File: src/hdl/assert_macros.svh
// assertion macros used by the position sensor emulator
`ifndef ASSERT_MACROS_SVH
`define ASSERT_MACROS_SVH

// implication checked on every rising clock edge outside reset
`define PSE_ASSERT(label, prop, msg) \
   label: assert property (@(posedge clock) disable iff (reset) (prop)) \
      else $error(msg);

// plain condition that must hold on every rising clock edge outside reset
`define PSE_ASSERT_ALWAYS(label, cond, msg) \
   `PSE_ASSERT(label, (1'b1 |-> (cond)), msg)

`endif

File: src/hdl/pse_pkg.sv
// types, constants and follower step function for the position sensor emulator
`timescale 1ns / 1ps
`default_nettype none

package pse_pkg;

   localparam int SW_W  = 13;
   localparam int CNT_W = 14;
   localparam int CSR_W = 16;

   localparam logic [SW_W-1:0]  SW_MAX  = 13'd8191;
   localparam logic [CNT_W-1:0] CNT_MAX = 14'd16383;

   // register indexes on the csr port
   localparam logic CSR_SWITCHOVER_DELAY = 1'b0;
   localparam logic CSR_EMULATION_DELAY  = 1'b1;

   typedef struct packed {
      logic emulate_enable;
      logic up_sensor_active;
      logic down_sensor_active;
      logic grip_sensor_active;
      logic valve_drive;
      logic gripper_drive;
   } req_type;

   typedef struct packed {
      logic at_up;
      logic at_down;
      logic grip_closed;
      logic emulating;
   } rsp_type;

   typedef struct packed {
      logic             seen;
      logic             known;
      logic             pend;
      logic [CNT_W-1:0] cnt;
   } follower_type;

   typedef struct packed {
      follower_type state;
      logic         update;
   } follow_out_type;

   // one tick of a delayed follower
   function automatic follow_out_type follow_step(follower_type cur, logic drive,
                                                  logic [CNT_W-1:0] dly);
      follow_out_type res;
      logic           changed;
      logic [CNT_W-1:0] cnt_inc;
      res     = '0;
      changed = cur.known && (drive != cur.seen);
      res.state.known = 1'b1;
      res.state.seen  = (!cur.known || changed) ? drive : cur.seen;
      res.state.pend  = changed ? 1'b1 : cur.pend;
      res.state.cnt   = changed ? '0 : cur.cnt;
      res.update      = !cur.known;
      if (res.state.pend) begin
         cnt_inc = (res.state.cnt < CNT_MAX) ? res.state.cnt + 1'b1 : res.state.cnt;
         res.state.cnt = cnt_inc;
         if (cnt_inc >= dly) begin
            res.state.pend = 1'b0;
            res.update     = 1'b1;
         end
      end
      return res;
   endfunction

endpackage

`default_nettype wire

File: src/hdl/position_sensor_emulator.sv
// position sensor emulator top level
`timescale 1ns / 1ps
`default_nettype none

// Position sensor emulator. One request is one sensor tick of TICK_MS milliseconds and
// gives exactly one response. With emulate_enable low the reported up, down and grip
// positions copy the real sensors; with it high, up/down follow the valve drive and grip
// follows the gripper drive, each drive change showing after the emulation delay
// (round(ms / TICK_MS) ticks, at least one). Raising the enable restarts both followers,
// which then report the drives at once on the first emulated tick. Dropping the enable
// keeps emulation on for floor(ms / TICK_MS) - 1 more ticks (at least one tick counted).
// Throughput is one request per clock unless the response stalls. A request passes the
// request register, then the response register, all tick state updated as it moves into
// the response register. A waiting response does not block the next request: the request
// register holds it. The two delay registers are turned into tick counts when written,
// through a reciprocal multiply by the tick length, so they must be written while no
// request is in flight. Reset state: both delays read as zero ms, followers unknown.
module position_sensor_emulator #(
   parameter int TICK_MS = 10
) (
   input  wire                          clock,
   input  wire                          reset,
   input  wire                          req_valid,
   output logic                         req_stall,
   input  wire  pse_pkg::req_type       req_data,
   output logic                         rsp_valid,
   input  wire                          rsp_stall,
   output pse_pkg::rsp_type             rsp_data,
   input  wire                          csr_write_en,
   input  wire                          csr_index,
   input  wire  [pse_pkg::CSR_W-1:0]    csr_wdata
);
   import pse_pkg::*;

   `include "assert_macros.svh"

   // reciprocal constants: q = (x * m) >> s is exact for x below 2^DIV_N
   localparam int    DIV_N   = 18;
   localparam int    M_W     = DIV_N + 2;
   localparam int    SW_DIV  = TICK_MS;
   localparam int    DLY_DIV = 2 * TICK_MS;
   localparam int    SW_S    = DIV_N + $clog2(SW_DIV);
   localparam int    DLY_S   = DIV_N + $clog2(DLY_DIV);
   localparam longint SW_M   = ((longint'(1) << SW_S) + SW_DIV - 1) / SW_DIV;
   localparam longint DLY_M  = ((longint'(1) << DLY_S) + DLY_DIV - 1) / DLY_DIV;
   localparam logic [M_W-1:0] SW_MULT  = SW_M[M_W-1:0];
   localparam logic [M_W-1:0] DLY_MULT = DLY_M[M_W-1:0];

   // config: derived tick counts
   logic [SW_W-1:0]        sw_ticks_ff, sw_ticks_in;
   logic [CNT_W-1:0]       dly_ticks_ff, dly_ticks_in;
   logic [DIV_N-1:0]       sw_x, dly_x;
   logic [DIV_N+M_W-1:0]   sw_prod, dly_prod;
   logic [DIV_N-1:0]       sw_q, dly_q;

   // pipeline registers
   logic    req_valid_ff, req_valid_in;
   req_type req_data_ff, req_data_in;
   logic    rsp_valid_ff, rsp_valid_in;
   rsp_type rsp_data_ff, rsp_data_in;
   logic    req_accept, move;

   // tick state
   logic             prior_ff, prior_in;
   logic             prior_known_ff, prior_known_in;
   logic [SW_W-1:0]  sw_count_ff, sw_count_in;
   follower_type     valve_ff, valve_in;
   follower_type     grip_ff, grip_in;
   logic [2:0]       rep_ff, rep_in;

   // step temporaries
   logic            prior_eff, rising;
   logic [SW_W-1:0] sw_load;
   follower_type    valve_cur, grip_cur;
   follow_out_type  valve_res, grip_res;
   logic            use_emu;

   // ---------------- configuration ----------------
   always_comb begin
      sw_x     = {{(DIV_N-CSR_W){1'b0}}, csr_wdata};
      dly_x    = {{(DIV_N-CSR_W-1){1'b0}}, csr_wdata, 1'b0} + DIV_N'(TICK_MS);
      sw_prod  = {{M_W{1'b0}}, sw_x} * {{DIV_N{1'b0}}, SW_MULT};
      dly_prod = {{M_W{1'b0}}, dly_x} * {{DIV_N{1'b0}}, DLY_MULT};
      sw_q     = DIV_N'(sw_prod >> SW_S);
      dly_q    = DIV_N'(dly_prod >> DLY_S);

      // clamp to at least one tick and to the counter range
      sw_ticks_in = sw_ticks_ff;
      dly_ticks_in = dly_ticks_ff;
      if (csr_write_en && csr_index == CSR_SWITCHOVER_DELAY) begin
         if (sw_q == '0)
            sw_ticks_in = SW_W'(1);
         else if (sw_q > DIV_N'(SW_MAX))
            sw_ticks_in = SW_MAX;
         else
            sw_ticks_in = sw_q[SW_W-1:0];
      end
      if (csr_write_en && csr_index == CSR_EMULATION_DELAY) begin
         if (dly_q == '0)
            dly_ticks_in = CNT_W'(1);
         else if (dly_q > DIV_N'(CNT_MAX))
            dly_ticks_in = CNT_MAX;
         else
            dly_ticks_in = dly_q[CNT_W-1:0];
      end
   end

   // ---------------- handshake ----------------
   // request moves into the response register when that register is free or draining
   assign move       = req_valid_ff && (!rsp_valid_ff || !rsp_stall);
   assign req_stall  = req_valid_ff && !move;
   assign req_accept = req_valid && !req_stall;

   always_comb begin
      req_valid_in = req_accept || (req_valid_ff && !move);
      req_data_in  = req_accept ? req_data : req_data_ff;
      rsp_valid_in = move || (rsp_valid_ff && rsp_stall);
   end

   // ---------------- tick step ----------------
   always_comb begin
      // unknown prior enable takes this tick's value, so no edge on the first tick
      prior_eff = prior_known_ff ? prior_ff : req_data_ff.emulate_enable;
      rising    = !prior_eff && req_data_ff.emulate_enable;
      sw_load   = (prior_eff && !req_data_ff.emulate_enable) ? sw_ticks_ff : sw_count_ff;

      // entering emulation restarts both followers
      valve_cur = valve_ff;
      grip_cur  = grip_ff;
      if (rising) begin
         valve_cur.known = 1'b0;
         valve_cur.pend  = 1'b0;
         grip_cur.known  = 1'b0;
         grip_cur.pend   = 1'b0;
      end

      sw_count_in = (sw_load != '0) ? sw_load - 1'b1 : sw_load;
      use_emu     = req_data_ff.emulate_enable || (sw_count_in != '0);

      valve_res = follow_step(valve_cur, req_data_ff.valve_drive, dly_ticks_ff);
      grip_res  = follow_step(grip_cur, req_data_ff.gripper_drive, dly_ticks_ff);

      prior_in       = req_data_ff.emulate_enable;
      prior_known_in = 1'b1;
      valve_in       = valve_cur;
      grip_in        = grip_cur;
      rep_in         = rep_ff;

      if (!use_emu) begin
         // real mode: copy sensors, followers frozen
         rep_in = {req_data_ff.grip_sensor_active, req_data_ff.down_sensor_active,
                   req_data_ff.up_sensor_active};
      end else begin
         valve_in = valve_res.state;
         grip_in  = grip_res.state;
         if (valve_res.update)
            rep_in[1:0] = {req_data_ff.valve_drive, ~req_data_ff.valve_drive};
         if (grip_res.update)
            rep_in[2] = req_data_ff.gripper_drive;
      end

      rsp_data_in.at_up       = rep_in[0];
      rsp_data_in.at_down     = rep_in[1];
      rsp_data_in.grip_closed = rep_in[2];
      rsp_data_in.emulating   = use_emu;
   end

   // ---------------- registers ----------------
   always_ff @(posedge clock) begin
      if (reset) begin
         sw_ticks_ff    <= SW_W'(1);
         dly_ticks_ff   <= CNT_W'(1);
         req_valid_ff   <= 1'b0;
         rsp_valid_ff   <= 1'b0;
         prior_ff       <= 1'b0;
         prior_known_ff <= 1'b0;
         sw_count_ff    <= '0;
         valve_ff       <= '0;
         grip_ff        <= '0;
         rep_ff         <= '0;
      end else begin
         sw_ticks_ff  <= sw_ticks_in;
         dly_ticks_ff <= dly_ticks_in;
         req_valid_ff <= req_valid_in;
         rsp_valid_ff <= rsp_valid_in;
         if (move) begin
            prior_ff       <= prior_in;
            prior_known_ff <= prior_known_in;
            sw_count_ff    <= sw_count_in;
            valve_ff       <= valve_in;
            grip_ff        <= grip_in;
            rep_ff         <= rep_in;
         end
      end
   end

   // payload registers
   always_ff @(posedge clock) begin
      req_data_ff <= req_data_in;
      if (move)
         rsp_data_ff <= rsp_data_in;
   end

   assign rsp_valid = rsp_valid_ff;
   assign rsp_data  = rsp_data_ff;

   // ---------------- assertions ----------------
   `PSE_ASSERT(a_enable_emulates, move && req_data_ff.emulate_enable |=> rsp_data_ff.emulating, "enabled request did not report emulation")
   `PSE_ASSERT_ALWAYS(a_valve_pend_known, !valve_ff.pend || valve_ff.known, "valve follower pending while unknown")
   `PSE_ASSERT_ALWAYS(a_ticks_nonzero, sw_ticks_ff != '0 && dly_ticks_ff != '0, "derived tick count is zero")
   `PSE_ASSERT(a_held_request_kept, req_valid_ff && !move |=> req_valid_ff && $stable(req_data_ff), "held request lost")

endmodule

`default_nettype wire
File: config.mk
export PLATFORM = sky130hd
export DESIGN_NAME = position_sensor_emulator
export DESIGN_NICKNAME = d
export VERILOG_FILES = /design/src/hdl/pse_pkg.sv /design/src/hdl/position_sensor_emulator.sv
export VERILOG_INCLUDE_DIRS = /design/src /design/src/hdl
export SDC_FILE = /design/constraint.sdc
export NUM_CORES = 1
export LEC_CHECK = 0
export ABC_CLOCK_PERIOD_IN_PS = 7100
export BUFFER_PORTS_ARGS = -buffer_cell sky130_fd_sc_hd__buf_2
export CAP_MARGIN = 20
export CORE_MARGIN = 2
export CORE_UTILIZATION = 60
export CTS_BUF_LIST = sky130_fd_sc_hd__clkbuf_2 sky130_fd_sc_hd__clkbuf_4 sky130_fd_sc_hd__clkbuf_8
export DETAILED_ROUTE_END_ITERATION = 8
export GPL_ROUTABILITY_DRIVEN = 1
export GPL_TIMING_DRIVEN = 0
export PLACE_DENSITY_LB_ADDON = 0.12
export SLEW_MARGIN = 20
export SYNTH_ARGS = -nofsm -noshare
export SYNTH_HDL_FRONTEND = slang
export SYNTH_SLANG_ARGS = --single-unit
File: constraint.sdc
create_clock -name clock -period 7.1 [get_ports clock]
set_clock_uncertainty 0.2 [all_clocks]
set_input_delay 0.71 -clock clock [delete_from_list [all_inputs] [get_ports clock]]
set_output_delay 0.71 -clock clock [all_outputs]
set_load 0.01 [all_outputs]
# [After elaboration in Yosys (flattened, before gate mapping)]
# Index checks and enable logic that the tools add are counted.
[totals] register_bits=91 input_bits=28 output_inout_bits=6 elab_cells=99
[classes] addsub=4 multipliers=2 magnitude_cmp=6 eq_ne=2 muxes=26 bitwise=2 n_reduce_logical=31
[op_table] op="$mux W14" n=6
[op_table] op="$mux W16" n=4
[op_table] op="$mux W13" n=4
[op_table] op="$mul A18 B19 Y37 const B" n=1
[op_table] op="$logic_not A18 Y1" n=2
[op_table] op="$mul A16 B19 Y35 const B" n=1
[op_table] op="$add A14 B1 Y14 const B" n=2
[op_table] op="$ge A14 B14 Y1" n=2
[op_table] op="$lt A14 B14 Y1 const B" n=2
[op_table] op="$reduce_bool A13 Y1" n=2
[op_table] op="$add A17 B4 Y18 const B" n=1
[op_table] op="$gt A14 B14 Y1 const B" n=1
[op_table] op="$gt A13 B13 Y1 const B" n=1
[op_table] op="$sub A13 B1 Y13 const B" n=1
[op_table] op="$logic_and A1 B1 Y1" n=10
[op_table] op="$logic_not A1 Y1" n=8
[op_table] op="$mux W1" n=8
[op_table] op="$logic_or A1 B1 Y1" n=6
[op_table] op="$mux W2" n=3
[op_table] op="$reduce_and A3 Y1" n=2
[op_table] op="$mux W3" n=1
[op_table] op="$ne A1 B1 Y1" n=2
[op_table] op="$not A1 Y1" n=2
[op_table] op="$reduce_and A2 Y1" n=1

# [Longest topological paths before layout]
[depth] depth_word=13 ltp_mapped=32 depth_no_buf=32

# [Least setup slack after synthesis]
# No wires, ideal clock.
[synth_timing] kind="input -> register" startpoint="in csr_wdata[2] (netlist bit)" endpoint="reg dly_ticks_ff[0]" setup_ns=0.058 t_arrival_ns=7.310 required_ns=6.842 setup_slack_ns=-0.467 cell_stages=31 path_buffers=0 path_cell_list="inv_1 ha_1 a21oi_1 nor2_1 nand3_1 nor2_1 nand2_1 nor2_1 xor2_1 inv_1 fa_1 inv_1 fa_1 fa_1 fa_1 inv_1 fa_1 inv_1 fa_1 inv_1 ha_1 nand4_1 or3_1 a31oi_1 o21ai_0 and3b_1 o21ai_0 a21oi_1 xnor2_1 nor4_1 a31o_2"
[synth_between] elab_chain_len=5 word_cells_on_any_way=6 cone_classes="add/sub: 1; mul: 1; order compare: 1; mux: 2; reduce/logical: 1"
[synth_lines] element="start, declared" line_no="position_sensor_emulator.sv:31" source="input wire [pse_pkg::CSR_W-1:0] csr_wdata"
[synth_lines] element="$add A17 B4 Y18 *" line_no="position_sensor_emulator.sv:81" source="dly_x = {{(DIV_N-CSR_W-1){1'b0}}, csr_wdata, 1'b0} + DIV_N'(TICK_MS);"
[synth_lines] element="$mul A18 B19 Y37 *" line_no="position_sensor_emulator.sv:83" source="dly_prod = {{M_W{1'b0}}, dly_x} * {{DIV_N{1'b0}}, DLY_MULT};"
[synth_lines] element="$gt A14 B14 Y1" line_no="position_sensor_emulator.sv:101" source="else if (dly_q > DIV_N'(CNT_MAX))"
[synth_lines] element="$mux W14" line_no="position_sensor_emulator.sv:101"
[synth_lines] element="$mux W14 *" line_no="position_sensor_emulator.sv:99" source="if (dly_q == '0)"
[synth_lines] element="end signal, assigned" line_no="position_sensor_emulator.sv:183" source="dly_ticks_ff <= dly_ticks_in;"
[synth_lines] element="end, declared" line_no="position_sensor_emulator.sv:51" source="logic [CNT_W-1:0] dly_ticks_ff, dly_ticks_in;"
# Every way passes the cells marked *; elsewhere a longest branch is shown, timed or not.
# A chain may end at the register's enable or synchronous reset.

# [Final worst setup path]
# Same ends and word-level chain as after synthesis.

==> impl_metrics.py <==
metrics = {
    "run_status": {
        "status": "complete, but fails checks",
        "violations": "setup timing",
    },
    "layout": {
        "most-common-layout-cells": "inv_1 (316), ha_1 (269), fa_1 (172)",
        "fill_cells": 2057,
        "finish.utilization": 0.675,
        "layout-drive-gt1-share": 0.118,
        "final_common_cell": "inv_1",
        "nNetsFinal": 2255,
        "area.growth.synth_to_final_pct": 11.2,
    },
    "synthesis": {
        "synth-seq-area-share": 0.126,
        "synth_seq_cells": 91,
        "synth_top_flop_cell": "dfxtp_1",
        "synth.area.top_cells": "ha_1 (23%), fa_1 (23%), dfxtp_1 (11%)",
        "synth_top_area_share": 0.234,
        "synth.net_count": 2181,
        "synth_cell_type_count": 79,
        "yosys.area.top_type": "ha_1",
        "syn_area_sq_um": 15200,
        "netlist_instances": 1692,
        "async_reset_ff_frac": 0,
        "synth_enable_flop_cells": 10,
        "ys_warn_count": 0,
        "syn_area_per_cell_sq_um": 8.99,
    },
    "sta": {
        "fmax_mhz": 137,
        "layout_setup_ws_ns": -0.198,
        "maxSlewHeadroom": 0.465,
        "fin_tns_setup_ns": -0.319,
        "min_period_ns": 7.30,
        "setup-violations-final": 3,
        "hold_viol_final": 0,
        "fin_crit_sh": 1.03,
        "finalMaxSlewViolations": 0,
        "rsz0062_at_grt": "true",
        "worst_pin_slew_ns": 0.803,
        "holdWs_ns": 0.258,
    },
    "clock_tree": {
        "clock-sinks": 91,
        "root_buffer": "clkbuf_8",
        "insertion_delay_ns": 0.38,
        "clkTransAtPathRegs_ns": 0.09,
        "tritoncts": "built",
        "htree_levels": 3,
        "ctsLongestPathBuffers": 2,
        "cts_made_buffers": 9,
    },
    "critical_path": {
        "critPathMaxStageDelay_ns": 0.54,
        "crit_path_start_kind": "primary input",
        "worstPathMaxFanout": 6,
        "critical_path_class": "in -> reg",
        "crit_slowest_cell": "fa_1",
        "path_common_cell": "fa_1",
        "cp.arrival_ns": 7.42,
        "worstPathRequired_ns": 7.22,
        "worstSetupEndpointType": "register",
    },
    "route": {
        "num_vias": 11900,
        "routed_wl_mm": 35.5,
        "drt-initial-drc-count": 654,
        "antenna_left": 0,
        "via_per_inst": 5.65,
        "drtPass1Iterations": 5,
        "drt-wirelength-per-cell_um": 16.9,
        "drc": 0,
    },
    "global_routing": {
        "grt_max_degree": 16,
        "grt_usage": 0.279,
        "grt_first_pass_wirelength_mm": 59.3,
        "grt_pass1_vias": 12200,
        "globalRouteOverflowTotal": 0,
        "antenna_found_initial": 2,
    },
    "worst_hold_path": {
        "hp-class": "reg -> reg",
    },
    "run": {
        "maxCapViolations": 0,
    },
    "die": {
        "die_x_um": 163,
        "rows": 58,
        "initial_core_util": 0.607,
        "coreArea_sq_um": 25000,
        "io_pins": 34,
        "dieArea_sq_um": 26600,
        "fp.dieH_um": 163,
    },
    "place": {
        "place.gp.congestion": 0.932,
        "portBuffers": 32,
        "hpwl_mm": 29.8,
    },
}
==> layout make-up <==
cell class / instances / area, sq um / area share
Multi-Input combinational cell: 1240 / 12500 / 0.737
Sequential cell: 91 / 1920 / 0.114
Inverter: 329 / 1250 / 0.0742
Timing Repair Buffer: 63 / 459 / 0.0272
Tap cell: 330 / 413 / 0.0244
Buffer: 32 / 164 / 0.00970
Clock buffer: 12 / 153 / 0.00903
Clock inverter: 4 / 75.1 / 0.00444
Antenna cell: 1 / 2.50 / 0.000148
==> flip-flops by register name (all words and copies together) (netlist names) <==
name and flops:
dly_ticks_ff 14, grip_cur 15, grip_ff 2, prior_ff 1, prior_in 1, prior_known_ff 1
rep_ff 3, req_data_ff 5, req_valid_ff 1, rsp_data 4, rsp_valid 1, sw_count_ff 13
sw_ticks_ff 13, valve_cur 15, valve_ff 2
==> metrics by stage <==
| stage | instance area (sq um) | instances | setup WS [ns] |
|---|---|---|---|
| 2_1_floorplan | 15300 | 1692 | -0.0775 |
| 3_3_place_gp | 15900 | 2054 | -1.40 |
| 3_5_place_dp | 15900 | 2054 | -1.46 |
| 4_1_cts | 16600 | 2097 | -0.0971 |
| 5_1_grt | 16900 | 2101 | -0.467 |
| 6_report | 16900 | 2102 | -0.198 |
==> worst max-delay path: cells and delay by family <==
family          cells  cell delay, ns
compound gates      4            0.45
buf+inv             7            0.50
xor+xnor            2            0.32
simple gates       10            1.98
fa+ha+maj           8            3.45
==> cell usage after synthesis (all sizes together), types with 12 or more instances <==
| cell type | number |
|---|---|
| xor2 | 27 |
| dfxtp | 81 |
| ha | 284 |
| nand3 | 35 |
| fa | 177 |
| inv | 328 |
| nor3 | 24 |
| nand2 | 123 |
| mux2i | 42 |
| and3 | 16 |
| o21ai | 50 |
| xnor2 | 45 |
| nand4 | 18 |
| a21oi | 91 |
| a21o | 15 |
| a211oi | 14 |
| nor2 | 98 |
| o211ai | 12 |
| clkbuf | 22 |
==> layer usage <==
metal  up-vias  global-route usage  part of all wire
met1      5767               0.352              0.43
met4         2              0.0764             0.024
li1       5803                   -                 -
met2       230               0.502              0.51
met5         -                   0           0.00037
met3        66              0.0340             0.037
==> cells by family after synthesis <==
kind of cell / Yosys count / share of synthesized area
adders and majority gates: 461 / 0.467
buffers and inverters: 361 / 0.0920
AOI/OAI and AO/OA: 265 / 0.112
and+or+nand+nor: 391 / 0.126
muxes: 51 / 0.0359
DFF: 91 / 0.126
xor gates and xnor gates: 72 / 0.0415
==> worst paths after layout <==
path | startpoint | endpoint | cells past startpoint | slack, ns
min | dly_ticks_ff[6] | dly_ticks_ff[6] | 2 | 0.26
min reg2reg | dly_ticks_ff[6] | dly_ticks_ff[6] | 2 | 0.26
max | csr_wdata[2] | dly_ticks_ff[0] | 31 | -0.20
max reg2reg | prior_in | rsp_data[1] | 22 | 1.10
==> repair_timing <==
action / 4_1_cts / 5_1_grt
gates resized for setup: 68 / 62
setup buffers: 27 / 7
hold buffers: 0 / 0
endpoints found under the setup margin: 14 / 18
pin swaps: 37 / 39
gates cloned: 0 / 0
Power is left out: the tool's default activity adds up to more than one toggle a clock period on the data nets, which glitch-free logic cannot reach.
